==> src/design/pmul_pkg.sv <==
package pmul_pkg;

   localparam int MAX_EXP    = 15;
   localparam int COEF_WIDTH = 16;

   localparam int POLY_DEPTH = MAX_EXP + 1;
   localparam int IN_COEF_W  = 16;
   localparam int EXPO_IN_W  = 6;
   localparam int OUT_COEF_W = 40;
   localparam int EXPO_OUT_W = 5;
   localparam int PROD_W     = 2 * COEF_WIDTH;
   localparam int ACC_W      = PROD_W + $clog2(POLY_DEPTH);
   localparam int SAT_W      = (ACC_W > OUT_COEF_W) ? ACC_W : OUT_COEF_W;
   localparam int CLAMP_W    = ((COEF_WIDTH > IN_COEF_W) ? COEF_WIDTH : IN_COEF_W) + 1;
   localparam int CNT_W      = $clog2(2 * POLY_DEPTH + 1);

   localparam logic [1:0] CMD_LOAD_FIRST  = 2'd0;
   localparam logic [1:0] CMD_LOAD_SECOND = 2'd1;
   localparam logic [1:0] CMD_MULTIPLY    = 2'd2;

   // walk counter marks: pipeline depth, end of feed, final step
   localparam logic [CNT_W-1:0] LAT_CNT  = CNT_W'(2);
   localparam logic [CNT_W-1:0] FEED_CNT = CNT_W'(POLY_DEPTH);
   localparam logic [CNT_W-1:0] LAST_CNT = CNT_W'(2 * POLY_DEPTH);

   localparam logic signed [CLAMP_W-1:0] COEF_MAX_EXT =
      {{(CLAMP_W - COEF_WIDTH + 1){1'b0}}, {(COEF_WIDTH - 1){1'b1}}};
   localparam logic signed [CLAMP_W-1:0] COEF_MIN_EXT =
      {{(CLAMP_W - COEF_WIDTH + 1){1'b1}}, {(COEF_WIDTH - 1){1'b0}}};

   localparam logic signed [SAT_W-1:0] OUT_MAX_EXT =
      {{(SAT_W - OUT_COEF_W + 1){1'b0}}, {(OUT_COEF_W - 1){1'b1}}};
   localparam logic signed [SAT_W-1:0] OUT_MIN_EXT =
      {{(SAT_W - OUT_COEF_W + 1){1'b1}}, {(OUT_COEF_W - 1){1'b0}}};

   typedef struct packed {
      logic [1:0]                  command;
      logic signed [IN_COEF_W-1:0] coef_in;
      logic [EXPO_IN_W-1:0]        expo_in;
   } req_word_type;

   typedef struct packed {
      logic signed [OUT_COEF_W-1:0] coef_out;
      logic [EXPO_OUT_W-1:0]        expo_out;
      logic                         last_term;
      logic                         empty_product;
      logic                         overflow;
   } rsp_word_type;

   typedef struct packed {
      logic clear;
      logic step;
      logic shift;
      logic load_first;
      logic load_second;
   } cell_ctrl_type;

   typedef struct packed {
      logic sample;
      logic finish;
      logic overflow;
   } out_ctrl_type;

endpackage

==> src/design/pmul_out.sv <==
module pmul_out
   import pmul_pkg::*;
(
   input  logic                         clock,
   input  logic                         reset,
   input  out_ctrl_type                 ctrl,
   input  logic signed [OUT_COEF_W-1:0] coef,
   input  logic [EXPO_OUT_W-1:0]        expo,
   input  logic                         rsp_stall,
   output logic                         rsp_valid,
   output rsp_word_type                 rsp_word,
   output logic                         free
);

   logic                         valid_ff, valid_in;
   rsp_word_type                 word_ff, word_in;
   logic                         pend_valid_ff, pend_valid_in;
   logic signed [OUT_COEF_W-1:0] pend_coef_ff, pend_coef_in;
   logic [EXPO_OUT_W-1:0]        pend_expo_ff, pend_expo_in;

   assign free = !valid_ff || !rsp_stall;

   // one term of lookahead: a term is known to be last only at the end of the walk
   always_comb begin
      valid_in      = valid_ff && rsp_stall;
      word_in       = word_ff;
      pend_valid_in = pend_valid_ff;
      pend_coef_in  = pend_coef_ff;
      pend_expo_in  = pend_expo_ff;
      if (ctrl.sample && coef != '0) begin
         pend_valid_in = 1'b1;
         pend_coef_in  = coef;
         pend_expo_in  = expo;
         if (pend_valid_ff) begin
            valid_in = 1'b1;
            word_in  = '{coef_out: pend_coef_ff, expo_out: pend_expo_ff, last_term: 1'b0,
                         empty_product: 1'b0, overflow: ctrl.overflow};
         end
      end else if (ctrl.finish) begin
         valid_in      = 1'b1;
         pend_valid_in = 1'b0;
         if (pend_valid_ff) begin
            word_in = '{coef_out: pend_coef_ff, expo_out: pend_expo_ff, last_term: 1'b1,
                        empty_product: 1'b0, overflow: ctrl.overflow};
         end else begin
            word_in = '{coef_out: '0, expo_out: '0, last_term: 1'b1,
                        empty_product: 1'b1, overflow: ctrl.overflow};
         end
      end
   end

   always_ff @(posedge clock) begin
      if (reset) begin
         valid_ff      <= 1'b0;
         pend_valid_ff <= 1'b0;
      end else begin
         valid_ff      <= valid_in;
         pend_valid_ff <= pend_valid_in;
      end
      word_ff      <= word_in;
      pend_coef_ff <= pend_coef_in;
      pend_expo_ff <= pend_expo_in;
   end

   assign rsp_valid = valid_ff;
   assign rsp_word  = word_ff;

endmodule

==> config.mk <==
export PLATFORM = sky130hd
export DESIGN_NAME = pmul_out
export DESIGN_NICKNAME = d
export VERILOG_FILES = /design/src/design/pmul_pkg.sv /design/src/design/pmul_out.sv
export SDC_FILE = /design/constraint.sdc
export NUM_CORES = 1
export LEC_CHECK = 0
export ABC_AREA = 1
export BUFFER_PORTS_ARGS = -buffer_cell sky130_fd_sc_hd__buf_2
export CORE_ASPECT_RATIO = 1.75
export CORE_MARGIN = 2
export CORE_UTILIZATION = 50
export DETAILED_ROUTE_END_ITERATION = 12
export GPL_ROUTABILITY_DRIVEN = 0
export PLACE_DENSITY = 0.75
export SLEW_MARGIN = 10
export SYNTH_ARGS = -nofsm -noshare
export SYNTH_HDL_FRONTEND = slang
export SYNTH_SLANG_ARGS = --single-unit
export TNS_END_PERCENT = 5
==> constraint.sdc <==
create_clock -name clock -period 4.4 [get_ports clock]
set_clock_uncertainty 0.05 [all_clocks]
set_input_delay 1.32 -clock clock [delete_from_list [all_inputs] [get_ports clock]]
set_output_delay 1.32 -clock clock [all_outputs]
set_load 0.02 [all_outputs]
==> impl_metrics.yaml <==
run_status:
  outcome: "finished, final reports clean"
power:
  power_per_cell_area_nw_per_um2: 446.6
  vdd_drop_max_mv: 0.2811
  p_leak_nw: 1.906
sta:
  drv_slew: 0
  period_minus_slack_ns: 3.050
  final_hold_viol_count: 0
  totalNegativeSetupSlack_ns: 0
  period_share: 0.6933
  worstMarginPinSlew_ns: 0.6595
  fmax_mhz: 327.8
  slew-limit-headroom: 0.5604
  fin_ws_ns: 1.350
  setup_viol: 0
  rsz0062_at_grt: "false"
floorplanning:
  die-area_um2: 7724
  die_h_um: 114.8
  start_util: 0.5151
  rows: 40
  fp.coreArea_um2: 6807
  die_x_um: 67.30
  io_pins: 101
finish:
  finish.utilization: 0.6340
  finalInstanceArea_um2: 4315
  nets: 406
  syn_to_final_growth_pct: 23.09
  drive_gt1_frac: 0.3585
  fillerInstances: 552
  diodes: 0
  stdcell_count: 441
route:
  avgViaCountPerCell: 4.442
  drc: 0
  route.antenna.remaining_nets: 0
  drt_pass1_iterations: 4
  vias: 1959
  drtIter0Drc: 163
  finalWirelength_um: 5296
  post_drt_wl_per_cell_um: 12.01
worst_setup_path:
  crit_required_ns: 4.41
  crit_type: "primary input to flop"
  r2r-start: "pend_valid_ff"
  cp-startpoint: "coef[13]"
  cp-end-kind: "flop"
  worst_ep_arrival_time_ns: 3.06
  critPathLaunchType: "primary input"
  cp_max_fo: 46
yosys:
  ys_seq_area_frac: 0.8080
  synth_largest_area_cell: "edfxtp_1"
  syn_area_um2: 3506
  synth-adder-area-share: 0
  synth_simple_gate_area_frac: 0.1138
  syn_avg_cell_area_um2: 14.19
  synth_area_leaders: "edfxtp_1 (80%), nor2_1 (6.3%), inv_1 (5.6%)"
  synth_nets: 298
  synth_top_area_frac: 0.7966
  synth.distinct_cells: 13
  synth_top_family_by_area: "simple AND/OR/NAND/NOR gates"
  synth_compound_gate_area_share: 0.006781
  synthCells: 247
  ys_warn_count: 0
  ys_seq_elements: 95
  synth_xor_area_frac: 0
  synthMuxAreaShare: 0
grt:
  grt_max_degree: 49
  grt_busiest_layer: "met2"
  use_met2: 0.2495
  overflow: 0
  antenna_found_initial: 0
  gr-usage-met3: 0.04501
  grt_pass1_vias: 1858
  met1_usage: 0.1572
  track_usage: 0.1494
  grt_first_pass_wirelength_um: 8114
clock_network:
  clock_sinks: 95
  cts_setup_buffers: 0
  cts.repair.resized: 0
  cts_hold_buf: 0
  cts_buffers: 9
  clock_path_buffers: 2
  cts_tree: "yes"
  ctsHtreeMaxLevel: 3
  worstSkewPairLatency_ns: 0.33
  cts-root-buf: "clkbuf_16"
  path_clk_slew_ns: 0.06
worst_hold_path:
  holdCritPathClass: "flop to flop"
  hold_start: "pend_coef_ff[39]"
placed_design:
  dpl.cell_count: 428
  place_area_um2: 4073
  portBuffers: 100
  hpwl_um: 3713
  pre_cts_slack_ns: 0.9385
run:
  max_cap_violations: 0
==> cell usage after synthesis <==
cell type	number
buf_6	3
buf_8	1
dfxtp_1	2
edfxtp_1	93
inv_1	52
inv_4	1
nand2_1	18
nand3_1	3
nor2_1	59
nor2_2	12
nor2_8	1
o21ai_0	1
o21bai_4	1
==> stage by stage <==
| step | hold slack, ns | power, mW |
|---|---|---|
| after CTS | 0.4924 | 1.945 |
| after floorplan | 0.4691 | 1.226 |
| after global routing | 0.5190 | 2.001 |
| after detailed placement | 0.4791 | 1.296 |
| after global placement | 0.4727 | 1.288 |
| final | 0.4886 | 1.927 |
==> per-layer routing <==
metal | vias up | wire (µm)
met2 | 67 | 2784
met3 | 9 | 342
met5 | - | 0
met1 | 878 | 2037
li1 | 1005 | -
met4 | 0 | 131
==> path summary, 6_finish.rpt <==
kind / end / slack (ns) / depth (start not counted)
max: rsp_word[45] / 1.35 / 9
min: rsp_word[47] / 0.49 / 2
max reg2reg: rsp_word[42] / 2.78 / 3
min reg2reg: rsp_word[47] / 0.49 / 2
==> logic make-up after synthesis <==
group                  Yosys count
DFF                             95
AOI/OAI and AO/OA                2
and+or+nand+nor                 93
buffers and inverters           57
==> where the power goes <==
group | internal (mW) | switching [mW]
logic | 0.0590 | 0.119
registers | 1.08 | 0.0175
clock network | 0.369 | 0.285
total | 1.51 | 0.421
==> state kept, by name, indices dropped and copies added (netlist names) <==
register,count
rsp_word,48
pend_coef_ff,40
pend_expo_ff,5
pend_valid_ff,1
rsp_valid,1
==> layout by cell type (no fill, tap or decap) <==
master	count
nand2_2	1
clkinv_1	1
clkbuf_16	9
buf_4	1
nor2_2	12
inv_4	1
nand3_1	3
clkinv_2	2
nor2_1	59
clkbuf_1	1
buf_2	100
nor2_8	1
o21bai_4	1
o21ai_0	1
dfxtp_1	2
inv_1	52
edfxtp_1	93
nand2_1	17
==> layout make-up <==
cell class / instances / area [µm²] / area share
Clock buffer: 10 / 229.0 / 0.05306
Tap cell: 84 / 105.1 / 0.02435
Sequential cell: 95 / 2833 / 0.6564
Timing Repair Buffer: 101 / 508.0 / 0.1177
Inverter: 53 / 201.4 / 0.04668
Multi-Input combinational cell: 95 / 425.4 / 0.09858
Clock inverter: 3 / 13.76 / 0.003189
==> critical path, cell delays in order <==
cell and delay, ns:
buf_2 0.11, nor2_1 0.12, nand2_1 0.06, nor2_1 0.16, nand3_1 0.14, o21bai_4 0.19, inv_4 0.24, nor2_8 0.57
nor2_1 0.10
(Power assumes the default switching activity.)
