--- src/design/pmul_pkg.sv ---
package pmul_pkg;

   localparam int MAX_EXP    = 15;
   localparam int COEF_WIDTH = 16;

   localparam int POLY_DEPTH = MAX_EXP + 1;
   localparam int IN_COEF_W  = 16;
   localparam int EXPO_IN_W  = 6;
   localparam int OUT_COEF_W = 40;
   localparam int EXPO_OUT_W = 5;
   localparam int PROD_W     = 2 * COEF_WIDTH;
   localparam int ACC_W      = PROD_W + $clog2(POLY_DEPTH);
   localparam int SAT_W      = (ACC_W > OUT_COEF_W) ? ACC_W : OUT_COEF_W;
   localparam int CLAMP_W    = ((COEF_WIDTH > IN_COEF_W) ? COEF_WIDTH : IN_COEF_W) + 1;
   localparam int CNT_W      = $clog2(2 * POLY_DEPTH + 1);

   localparam logic [1:0] CMD_LOAD_FIRST  = 2'd0;
   localparam logic [1:0] CMD_LOAD_SECOND = 2'd1;
   localparam logic [1:0] CMD_MULTIPLY    = 2'd2;

   // walk counter marks: pipeline depth, end of feed, final step
   localparam logic [CNT_W-1:0] LAT_CNT  = CNT_W'(2);
   localparam logic [CNT_W-1:0] FEED_CNT = CNT_W'(POLY_DEPTH);
   localparam logic [CNT_W-1:0] LAST_CNT = CNT_W'(2 * POLY_DEPTH);

   localparam logic signed [CLAMP_W-1:0] COEF_MAX_EXT =
      {{(CLAMP_W - COEF_WIDTH + 1){1'b0}}, {(COEF_WIDTH - 1){1'b1}}};
   localparam logic signed [CLAMP_W-1:0] COEF_MIN_EXT =
      {{(CLAMP_W - COEF_WIDTH + 1){1'b1}}, {(COEF_WIDTH - 1){1'b0}}};

   localparam logic signed [SAT_W-1:0] OUT_MAX_EXT =
      {{(SAT_W - OUT_COEF_W + 1){1'b0}}, {(OUT_COEF_W - 1){1'b1}}};
   localparam logic signed [SAT_W-1:0] OUT_MIN_EXT =
      {{(SAT_W - OUT_COEF_W + 1){1'b1}}, {(OUT_COEF_W - 1){1'b0}}};

   typedef struct packed {
      logic [1:0]                  command;
      logic signed [IN_COEF_W-1:0] coef_in;
      logic [EXPO_IN_W-1:0]        expo_in;
   } req_word_type;

   typedef struct packed {
      logic signed [OUT_COEF_W-1:0] coef_out;
      logic [EXPO_OUT_W-1:0]        expo_out;
      logic                         last_term;
      logic                         empty_product;
      logic                         overflow;
   } rsp_word_type;

   typedef struct packed {
      logic clear;
      logic step;
      logic shift;
      logic load_first;
      logic load_second;
   } cell_ctrl_type;

   typedef struct packed {
      logic sample;
      logic finish;
      logic overflow;
   } out_ctrl_type;

endpackage

--- src/design/pmul_cell.sv ---
module pmul_cell
   import pmul_pkg::*;
(
   input  logic                         clock,
   input  logic                         reset,
   input  cell_ctrl_type                ctrl,
   input  logic signed [COEF_WIDTH-1:0] coef,
   input  logic signed [COEF_WIDTH-1:0] x,
   input  logic signed [COEF_WIDTH-1:0] second_prev,
   input  logic signed [ACC_W-1:0]      acc_prev,
   output logic signed [COEF_WIDTH-1:0] second_out,
   output logic signed [ACC_W-1:0]      acc_out,
   output logic                         sat
);

   logic signed [COEF_WIDTH-1:0] first_ff;
   logic signed [COEF_WIDTH-1:0] second_ff;
   logic signed [PROD_W-1:0]     prod_ff;
   logic signed [ACC_W-1:0]      acc_ff;

   logic signed [COEF_WIDTH-1:0] target;
   logic signed [COEF_WIDTH:0]   sum_val;
   logic                         sum_ovf;
   logic signed [COEF_WIDTH-1:0] sum_sat;
   logic signed [PROD_W-1:0]     prod_in;
   logic signed [ACC_W-1:0]      acc_in;

   assign target  = ctrl.load_first ? first_ff : second_ff;
   assign sum_val = (COEF_WIDTH + 1)'(target) + (COEF_WIDTH + 1)'(coef);
   assign sum_ovf = sum_val[COEF_WIDTH] ^ sum_val[COEF_WIDTH-1];
   assign sum_sat = sum_ovf ? {sum_val[COEF_WIDTH], {(COEF_WIDTH - 1){~sum_val[COEF_WIDTH]}}}
                            : sum_val[COEF_WIDTH-1:0];
   assign sat     = (ctrl.load_first || ctrl.load_second) && sum_ovf;

   assign prod_in = PROD_W'(first_ff) * PROD_W'(x);
   assign acc_in  = acc_prev + ACC_W'(prod_ff);

   always_ff @(posedge clock) begin
      if (reset || ctrl.clear) begin
         first_ff  <= '0;
         second_ff <= '0;
         prod_ff   <= '0;
         acc_ff    <= '0;
      end else begin
         if (ctrl.load_first) begin
            first_ff <= sum_sat;
         end
         if (ctrl.load_second) begin
            second_ff <= sum_sat;
         end else if (ctrl.shift) begin
            second_ff <= second_prev;
         end
         if (ctrl.step) begin
            prod_ff <= prod_in;
            acc_ff  <= acc_in;
         end
      end
   end

   assign second_out = second_ff;
   assign acc_out    = acc_ff;

endmodule

--- config.mk ---
export PLATFORM = sky130hd
export DESIGN_NAME = pmul_cell
export DESIGN_NICKNAME = d
export VERILOG_FILES = /design/src/design/pmul_pkg.sv /design/src/design/pmul_cell.sv
export SDC_FILE = /design/constraint.sdc
export NUM_CORES = 1
export LEC_CHECK = 0
export BUFFER_PORTS_ARGS = -buffer_cell sky130_fd_sc_hd__buf_4
export CORE_UTILIZATION = 50
export DETAILED_ROUTE_END_ITERATION = 10
export GPL_TIMING_DRIVEN = 0
export PLACE_DENSITY = 0.69
export SLEW_MARGIN = 20
export SYNTH_ARGS = -nofsm -noshare
export SYNTH_HDL_FRONTEND = slang
export SYNTH_SLANG_ARGS = --single-unit
--- constraint.sdc ---
create_clock -name clock -period 8.8 [get_ports clock]
set_input_delay 1.32 -clock clock [delete_from_list [all_inputs] [get_ports clock]]
set_output_delay 1.32 -clock clock [all_outputs]
set_load 0.01 [all_outputs]
==> results of run 1 <==
-- per-stage QoR --
| stage | hold slack, ns | total power [mW] |
|---|---|---|
| floorplan | 0.429 | 2.10 |
| global placement | 0.455 | 2.65 |
| detailed placement | 0.445 | 2.68 |
| CTS | 0.463 | 3.10 |
| global route | 0.493 | 3.38 |
| finish | 0.465 | 3.09 |
-- Yosys cell counts, types with 3 or more instances --
cell	instances
and3_1	5
nand2_1	183
o21ai_1	11
o21bai_1	9
a32oi_1	3
dfxtp_1	100
xnor2_1	50
fa_1	264
a211oi_1	22
o31ai_1	5
mux2i_1	53
nor2b_1	14
o21a_1	13
or2_2	3
a21oi_1	80
nor3_1	26
a31o_2	4
nand3_2	3
nand2b_1	11
nor4_1	6
o22ai_1	18
or3_1	9
xor2_1	20
nand3_1	16
nor2_1	120
clkbuf_1	56
nand4_1	4
o211ai_1	5
mux2_2	16
a21oi_2	5
a21o_1	20
and2_1	126
inv_1	307
buf_1	8
o21ai_0	55
a31oi_1	5
ha_1	133
-- sequential cells by signal, indices dropped and copies added, names as in the netlist --
| register | count |
|---|---|
| prod_ff | 32 |
| first_ff | 16 |
| second_out | 16 |
| acc_out | 36 |
-- worst min-delay path: stages (launching register included) --
cell	delay, ns
dfxtp_1	0.32
nand2_1	0.05
o21ai_1	0.05
-- worst paths after layout --
path	depth (start not counted)	slack, ns	to	start
hold reg to reg	2	0.47	acc_out[34]	acc_out[34]
setup reg to reg	22	0.99	prod_ff[31]	first_ff[15]
hold / removal	2	0.47	acc_out[34]	acc_out[34]
setup / recovery	22	0.90	prod_ff[31]	x[1]
-- power breakdown --
| part | internal [mW] | switching, mW | total [mW] | leakage (nW) |
|---|---|---|---|---|
| sequential | 0.507 | 0.0613 | 0.569 | 0.816 |
| combinational | 0.874 | 1.25 | 2.12 | 7.97 |
| clock | 0.200 | 0.201 | 0.401 | 0.146 |
-- logic make-up (layout without fill, tap and decap cells) --
kind of cell	count (synthesis)	in the layout	share of synthesized area, %
AOI/OAI and AO/OA	278	278	11.2
xor gates and xnor gates	70	70	3.80
adders and majority gates	397	397	43.1
buffers and inverters	375	532	8.82
DFF	100	100	12.4
muxes	70	70	4.49
other	0	1	0
and+or+nand+nor	537	537	16.2
-- per-layer routing --
layer / global-route usage [%] / routed length (um) / part of all wire [%]
met2: 47.2 / 21900 / 48
met4: 9.86 / 1490 / 3.3
met1: 38.8 / 19200 / 42
met3: 4.33 / 3250 / 7.1
met5: 0 / 0 / 0
-- area by class of cell --
type / instances / area share, %
timing repair buffer: 141 / 5.89
tap: 402 / 2.80
multi-input combinational: 1352 / 70.6
antenna: 1 / 0.0139
inverter: 307 / 6.41
clock inverter: 7 / 0.376
sequential: 100 / 11.1
clock buffer: 9 / 1.25
buffer: 68 / 1.50
==> flow_summary.yaml, run 1 <==
sta:
  slew_headroom_pct: 39.1
  max_freq_ghz: 0.127
  skew_ns: 0.0205
  layout_min_cycle_time_ns: 7.90
  slew_viol_final: 0
  tns_ns: 0
  rsz0062_at_grt: "false"
  worst_pin_slew_ns: 0.914
  layout_setup_ws_ns: 0.898
  hold_violations: 0
  period_share_pct: 89.8
  setup_viol: 0
worst_setup_path:
  critPathKind: "primary input to flip-flop"
  path_cells: "buf_4, clkbuf_1, nand2_1, inv_1, fa_1, fa_1, fa_1, fa_1, fa_1, inv_1, fa_1, inv_1, ha_1, clkbuf_1, nand3_1, or3_1, o31ai_1, a31o_2, a21oi_1, o21bai_1, nand4_1, nor4b_2"
  cpPeakStageDelay_ns: 0.85
  critPathSlowestCell: "fa_1"
  worstSetupEndpointType: "flip-flop"
  critical_path.max_fanout: 10
  cp-start-kind: "primary input"
  cp_common_cell: "fa_1"
  cp.buffers_inverters: 6
  cp_top_family: "adder cells"
  required_ns: 9.02
  worstPathArrival_ns: 8.12
cells_and_area:
  area_growth_pct: 11.5
  stdcell_area_mm2: 0.0180
  final_common_cell: "inv_1"
  fill_cells: 2886
  seqCellArea_mm2: 0.00200
  stdcell_count: 2387
  fin_nets: 2467
  multi_input_area_mm2: 0.0127
  drive_above_1_share_pct: 10.5
  finish.utilization_pct: 56.8
  layout_common_cells: "307 x inv_1, 264 x fa_1, 183 x nand2_1, 142 x buf_4, 133 x ha_1"
placement:
  dpl.hpwl_mm: 38.6
  dp_cells: 2370
  pre_cts_ws_ns: 0.594
  postPlaceCellArea_mm2: 0.0177
  place.gp.congestion: 0.963
  io_buffers: 141
yosys:
  synth_edf_count: 0
  ys_async_sr_fraction_pct: 0
  syn_avg_cell_area_um2: 8.82
  yosys.area.top_type: "fa_1"
  syn-num-nets: 2315
  post_synth_num_cell_types: 67
  synth_area_leaders: "fa_1 33%, dfxtp_1 12%, ha_1 10%"
  ys_seq_area_share_pct: 12.4
  ys_ff_latch: 100
  synth_top_area_share_pct: 32.8
  netlist_instances: 1827
  synth_ff_type: "dfxtp_1"
  synth_area_mm2: 0.0161
  synth_warnings: 0
clock_tree:
  post-cts-setup-buffer-count: 0
  cts_tree: "done"
  cts_made_buffers: 9
  cts_resized: 0
  clk_pin_slew_ns: 0.08
  htreeDepth: 3
  cts_hold_buf: 0
  clock_latency_ns: 0.37
  cts-root-buf: "clkbuf_16"
  clk_path_buf_depth: 2
  cts.sinks: 100
grt:
  track_usage_pct: 28.8
  grt_overflow: 0
  grt_pass1_vias: 13600
  antenna_found_initial: 1
  grt_pass1_wl_mm: 73.3
  grt_max_degree: 20
status:
  status: "completed"
die:
  pin_count: 144
  core_region_area_mm2: 0.0316
  placementRows: 65
  start_util_pct: 50.9
  die_width_um: 182
  die_area_mm2: 0.0330
  die_h_um: 182
drt:
  via_count: 13300
  totalWireLength_mm: 45.8
  wl_per_cell_um: 19.2
  drtPass1Iterations: 5
  drtAntennaViolNets: 0
  drt_iter0_markers: 796
  vias_per_cell: 5.56
  drc: 0
pwr:
  peakVddDrop_mv: 0.132
  p_per_area_mw_per_mm2: 172
  power_leakage_nw: 8.93
worst_hold_path:
  hold_path_class: "flip-flop to flip-flop"
job:
  drv_cap: 0
Note: power is estimated with default switching activity, not from simulation.
==> run 2, diff against run 1 <==
- ABC_AREA: unset -> 1
- PLACE_DENSITY: 0.69 -> 0.68
==> flow_summary.yaml, run 2 <==
cells_and_area:
  fill_cells: 3557
  final_common_cell: "inv_1"
  diodes: 0
  largest_reg_flops: 36
  layout_common_cells: "675 x inv_1, 624 x nand2_1, 264 x fa_1, 250 x nor2_1, 133 x ha_1"
  area_growth_pct: 9.88
  drive_above_1_share_pct: 7.21
  fin_nets: 3313
  stdcell_area_mm2: 0.0202
clock_tree:
  post-cts-setup-buffer-count: 0
  htreeDepth: 3
  cts-root-buf: "clkbuf_16"
  cts_hold_buf: 0
  clk_pin_slew_ns: 0.08
  cts_tree: "done"
  clock_latency_ns: 0.37
  cts_resized: 0
  clk_path_buf_depth: 2
  cts_made_buffers: 9
  cts.sinks: 100
sta:
  tns_ns: 0
  max_freq_ghz: 0.136
  slew_viol_final: 0
  hold_violations: 0
  period_share_pct: 83.8
  slew_headroom_pct: 34.5
  layout_min_cycle_time_ns: 7.37
  rsz0062_at_grt: "false"
  skew_ns: 0.0123
  worst_pin_slew_ns: 0.983
  setup_viol: 0
drt:
  wl_per_cell_um: 17.2
  vias_per_cell: 5.14
  drtPass1Iterations: 5
  via_count: 16900
  totalWireLength_mm: 56.6
  drtAntennaViolNets: 0
  drt_iter0_markers: 1367
  drc: 0
worst_setup_path:
  critPathSlowestCell: "fa_1"
  reg2reg_from: "first_ff[15]"
  cp.buffers_inverters: 6
  cp_common_cell: "fa_1"
  critPathLaunch: "x[5]"
  cp_top_family: "adder cells"
  required_ns: 9.08
  path_cells: "clkbuf_1, clkbuf_1, nand2_1, fa_1, inv_1, fa_1, inv_1, fa_1, fa_1, fa_1, fa_1, inv_1, ha_1, nand2_1, nor2_1, nand2_1, nor3_1, o21ai_0, nand4_1, nand3_1, nand2_1, inv_1"
  cpPeakStageDelay_ns: 0.77
  cp-start-kind: "primary input"
  critPathKind: "primary input to flip-flop"
  worstSetupEndpointType: "flip-flop"
  critical_path.max_fanout: 10
  worstPathArrival_ns: 7.65
grt:
  grt_pass1_wl_mm: 90.3
  antenna_found_initial: 0
  grt_overflow: 0
  track_usage_pct: 31.1
  grt_max_degree: 19
  grt_pass1_vias: 16900
yosys:
  synth_area_leaders: "fa_1 29%, inv_1 14%, nand2_1 13%"
  synth_ff_type: "dfxtp_1"
  post_synth_num_cell_types: 41
  ys_async_sr_fraction_pct: 0
  synth_edf_count: 0
  synth_top_area_share_pct: 28.7
  yosysMostFrequentCell: "inv_1"
  synth_area_mm2: 0.0184
  synth_commonest_cells: "675 x inv_1, 624 x nand2_1, 264 x fa_1, 251 x nor2_1, 133 x ha_1"
  syn-num-nets: 3178
  ys_ff_latch: 100
  netlist_instances: 2690
  synth_warnings: 0
  yosys.area.top_type: "fa_1"
  syn_avg_cell_area_um2: 6.84
  ys_seq_area_share_pct: 10.9
die:
  pin_count: 144
  die_area_mm2: 0.0376
  die_width_um: 194
  start_util_pct: 51.2
  placementRows: 69
  core_region_area_mm2: 0.0359
  die_h_um: 194
placement:
  postPlaceCellArea_mm2: 0.0199
  place.gp.congestion: 0.972
  io_buffers: 124
  dpl.hpwl_mm: 48.8
pwr:
  power_leakage_nw: 11.8
  finalPower_mw: 3.58
  p_per_area_mw_per_mm2: 177
  peakVddDrop_mv: 0.174
worst_hold_path:
  hold_path_class: "flip-flop to flip-flop"
  hp-start: "acc_out[0]"
job:
  drv_cap: 0
status:
  status: "completed"
run 2: cell count changes in the layout (fill, tap and decap cells not counted), sizes merged, moves of 37 or more:
cell    previous run  this run
and2             126         3
clkbuf            65       102
inv              312       683
mux2i             54         0
nand2            183       660
nand3             20       116
nor2             122       254
o21ai             66       133
xnor2             50        12
run 2: routing by layer:
layer / part of all wire (%) / wire, um / global-route usage (%) / vias up
met5: 0 / 0 / 0 / -
met1: 44 / 25100 / 42.7 / 8023
met3: 7.7 / 4350 / 5.60 / 88
met2: 45 / 25600 / 50.0 / 567
met4: 2.7 / 1530 / 9.35 / 0
li1: - / - / - / 8242
run 2: where the power goes:
| part | leakage [nW] | total (mW) | switching [mW] | internal [mW] |
|---|---|---|---|---|
| Clock | 0.147 | 0.428 | 0.202 | 0.226 |
| Sequential | 0.818 | 0.529 | 0.0346 | 0.494 |
| Combinational | 10.8 | 2.62 | 1.70 | 0.921 |
| Total | 11.8 | 3.58 | 1.94 | 1.64 |
run 2: logic make-up (layout without fill, tap and decap cells):
group / Yosys count / count (layout) / synth area share (%)
flops: 100 / 100 / 10.9
compound gates: 294 / 294 / 8.83
simple gates: 1075 / 1075 / 24.4
buf+inv: 784 / 923 / 16.2
fa+ha+maj: 397 / 397 / 37.8
xor+xnor: 40 / 40 / 1.90
run 2: path summary, 6_finish.rpt:
| kind | end | slack (ns) | depth (start not counted) |
|---|---|---|---|
| min reg2reg | acc_out[0] | 0.48 | 2 |
| max | prod_ff[29] | 1.43 | 22 |
| min | acc_out[0] | 0.48 | 2 |
| max reg2reg | prod_ff[29] | 1.72 | 22 |
run 2: through the flow:
stage | util (%) | instances | hold WS [ns] | setup slack, ns
2_1_floorplan | - | 2690 | 0.445 | 2.29
3_3_place_gp | 55.4 | 3275 | 0.459 | 1.14
3_5_place_dp | 55.4 | 3275 | 0.466 | 1.14
4_1_cts | 56.3 | 3290 | 0.480 | 1.54
5_1_grt | 56.3 | 3290 | 0.500 | 1.21
6_report | 56.3 | 3290 | 0.476 | 1.43
run 2: area by class of cell:
class / count / area [um2] / share of cell area, %
clock inverters: 6 / 82.6 / 0.408
plain buffers: 102 / 423 / 2.09
repair buffers: 124 / 931 / 4.60
flip-flops and latches: 100 / 2000 / 9.90
clock buffers: 9 / 225 / 1.11
inverters: 682 / 2560 / 12.7
well taps: 461 / 577 / 2.85
multi-input cells: 1806 / 13400 / 66.4
run 2: tightest hold or removal path, delay by kind of cell (launching register included):
family,cells,cell delay (ns)
AO/OA/AOI/OAI,1,0.05
AND/OR/NAND/NOR,1,0.06
flip-flops,1,0.32
==> run 3, diff against run 2 <==
- ABC_AREA: 1 -> 0
- PLACE_DENSITY: 0.68 -> 0.72
- clock period: 8.8 -> 5.92 ns (I/O delays scaled with it)
==> flow_summary.yaml, run 3 (synthesis results as in run 1) <==
cells_and_area:
  drive_above_1_share_pct: 20.1
  seqCellArea_mm2: 0.00203
  fin_nets: 2506
  diodes: 0
  multi_input_area_mm2: 0.0133
  fill_cells: 2707
  finish.utilization_pct: 61.1
  largest_reg_flops: 36
  layout_common_cells: "291 x inv_1, 251 x fa_1, 175 x nand2_1, 167 x buf_4"
  area_growth_pct: 20.0
  final_common_cell: "inv_1"
grt:
  grt_pass1_vias: 14000
  antenna_found_initial: 0
  grtUsageMet2_pct: 49.5
  grt_max_degree: 20
  grt_use_met1_pct: 39.9
  gr-usage-met3_pct: 4.15
  grt_pass1_wl_mm: 75.6
  top_usage_layer: "met2"
  grt_overflow: 0
  track_usage_pct: 29.7
worst_setup_path:
  worstSetupEndpointType: "flip-flop"
  reg2reg_from: "first_ff[8]"
  cp-start-kind: "primary input"
  critical_path.max_fanout: 8
  critPathKind: "primary input to flip-flop"
  path_cells: "buf_8, clkbuf_16, nand2_4, inv_2, fa_2, buf_4, fa_1, fa_2, fa_1, fa_1, inv_1, fa_1, inv_1, ha_4, nand2_1, or3_4, o31ai_4, a31o_4, a21oi_2, o21bai_2, nand4_1, nor4b_4"
  critPathSlowestCell: "fa_2"
  cpPeakStageDelay_ns: 0.60
  worstPathArrival_ns: 6.44
  ff2ff_setup_slack_ns: -0.25
  reg2reg_depth: 20
  required_ns: 6.15
  r2r_end: "prod_ff[31]"
  cp_top_family: "adder cells"
  cp_common_cell: "fa_1"
  cp.buffers_inverters: 6
die:
  die_width_um: 182
  pin_count: 144
  core_region_area_mm2: 0.0316
  die_area_mm2: 0.0330
  placementRows: 65
  start_util_pct: 50.9
  die_h_um: 182
drt:
  totalWireLength_mm: 48.2
  drt_iter0_markers: 929
  drtPass1Iterations: 5
  via_count: 13700
  vias_per_cell: 5.64
  drc: 0
  drtAntennaViolNets: 0
  wl_per_cell_um: 19.9
sta:
  period_share_pct: 105
  setup_viol: 8
  skew_ns: 0.0133
  max_freq_ghz: 0.161
  hold_violations: 0
  worst_pin_slew_ns: 0.828
  hold_ws_ns: 0.457
  layout_setup_ws_ns: -0.288
  slew_headroom_pct: 44.8
  slew_viol_final: 0
  layout_min_cycle_time_ns: 6.21
  rsz0062_at_grt: "true"
pwr:
  p_per_area_mw_per_mm2: 285
  power_leakage_nw: 9.46
  peakVddDrop_mv: 0.334
  finalPower_mw: 5.52
clock_tree:
  cts_tree: "done"
  cts-root-buf: "clkbuf_16"
  clk_path_buf_depth: 2
  clock_latency_ns: 0.36
  cts_hold_buf: 0
  cts.sinks: 100
  htreeDepth: 3
  cts_made_buffers: 9
  clk_pin_slew_ns: 0.08
placement:
  dpl.hpwl_mm: 38.6
  place.gp.congestion: 0.955
  io_buffers: 141
job:
  drv_cap: 0
status:
  violations: "negative setup slack"
  status: "complete, but fails checks"
worst_hold_path:
  hold_path_class: "flip-flop to flip-flop"
  hp-start: "acc_out[34]"
  hold_end: "acc_out[34]"
  min_path_cells: 2
-- run 3: cell types whose count changed in the layout (fill, tap and decap cells not counted), moves of 38 or more --
cell / before / now
nand2_1: 624 / 175
inv_1: 675 / 291
nor2_1: 250 / 117
and2_1: 3 / 118
nand3_1: 115 / 13
o21ai_0: 121 / 47
clkbuf_1: 93 / 21
mux2i_1: 0 / 53
buf_4: 124 / 167
a21oi_1: 109 / 71
-- run 3: worst max-delay path by stage --
stage                       from           to  slack, ns  cells after the start
floorplan                   x[1]  prod_ff[29]      -0.37                     22
global route         first_ff[8]  prod_ff[29]      -0.43                     21
CTS                         x[1]  prod_ff[31]      -0.31                     22
detailed placement  first_ff[15]  prod_ff[31]      -1.26                     21
global placement    first_ff[15]  prod_ff[31]      -1.20                     21
finish                      x[1]  prod_ff[31]      -0.29                     22
-- run 3: where the power goes --
group	internal, mW	switching [mW]
combinational	1.79	2.23
sequential	0.755	0.0941
clock	0.339	0.307
total	2.89	2.63
-- run 3: area by class of cell --
| type | count | area share (%) |
|---|---|---|
| Sequential cell | 100 | 10.5 |
| Multi-Input combinational cell | 1352 | 68.9 |
| Clock inverter | 7 | 0.472 |
| Clock buffer | 9 | 1.16 |
| Buffer | 64 | 2.67 |
| Inverter | 307 | 5.96 |
| Tap cell | 402 | 2.60 |
| Timing Repair Buffer | 184 | 7.68 |
-- run 3: per-stage QoR --
| stage | instances | TNS (ns) | cell area, um2 | worst slack (ns) |
|---|---|---|---|---|
| 6_report | 2425 | -1.12 | 19300 | -0.288 |
| 5_1_grt | 2425 | -3.22 | 19300 | -0.434 |
| 4_1_cts | 2414 | -1.04 | 18900 | -0.308 |
| 3_5_place_dp | 2370 | -12.47 | 17800 | -1.26 |
| 3_3_place_gp | 2370 | -12.15 | 17800 | -1.20 |
| 2_1_floorplan | 1827 | -0.823 | 16300 | -0.365 |
-- run 3: what timing repair did --
action,CTS,global route
gates cloned,6,0
pin swaps,63,85
setup buffers,25,13
gates resized for setup,145,94
setup endpoints to repair,20,18
endpoints found under the hold margin,0,0
-- run 3: metal layers --
metal / up-vias / wire length, um
li1: 6229 / -
met1: 6874 / 20300
met2: 489 / 23500
met3: 97 / 2990
met4: 0 / 1410
met5: - / 0
-- run 3: worst reg2reg max path, cell delays in order, from the launching register on --
cell and delay (ns):
dfxtp_2 0.52, clkbuf_4 0.32, nand2_1 0.10, fa_1 0.54
inv_1 0.06, fa_1 0.50, fa_1 0.53, fa_1 0.52
fa_1 0.51, inv_1 0.05, fa_1 0.48, inv_1 0.06
ha_4 0.31, nand2_1 0.10, or3_4 0.41, o31ai_4 0.23
a31o_4 0.21, a21oi_2 0.06, o21bai_2 0.21, nand4_1 0.15
nor4b_4 0.18
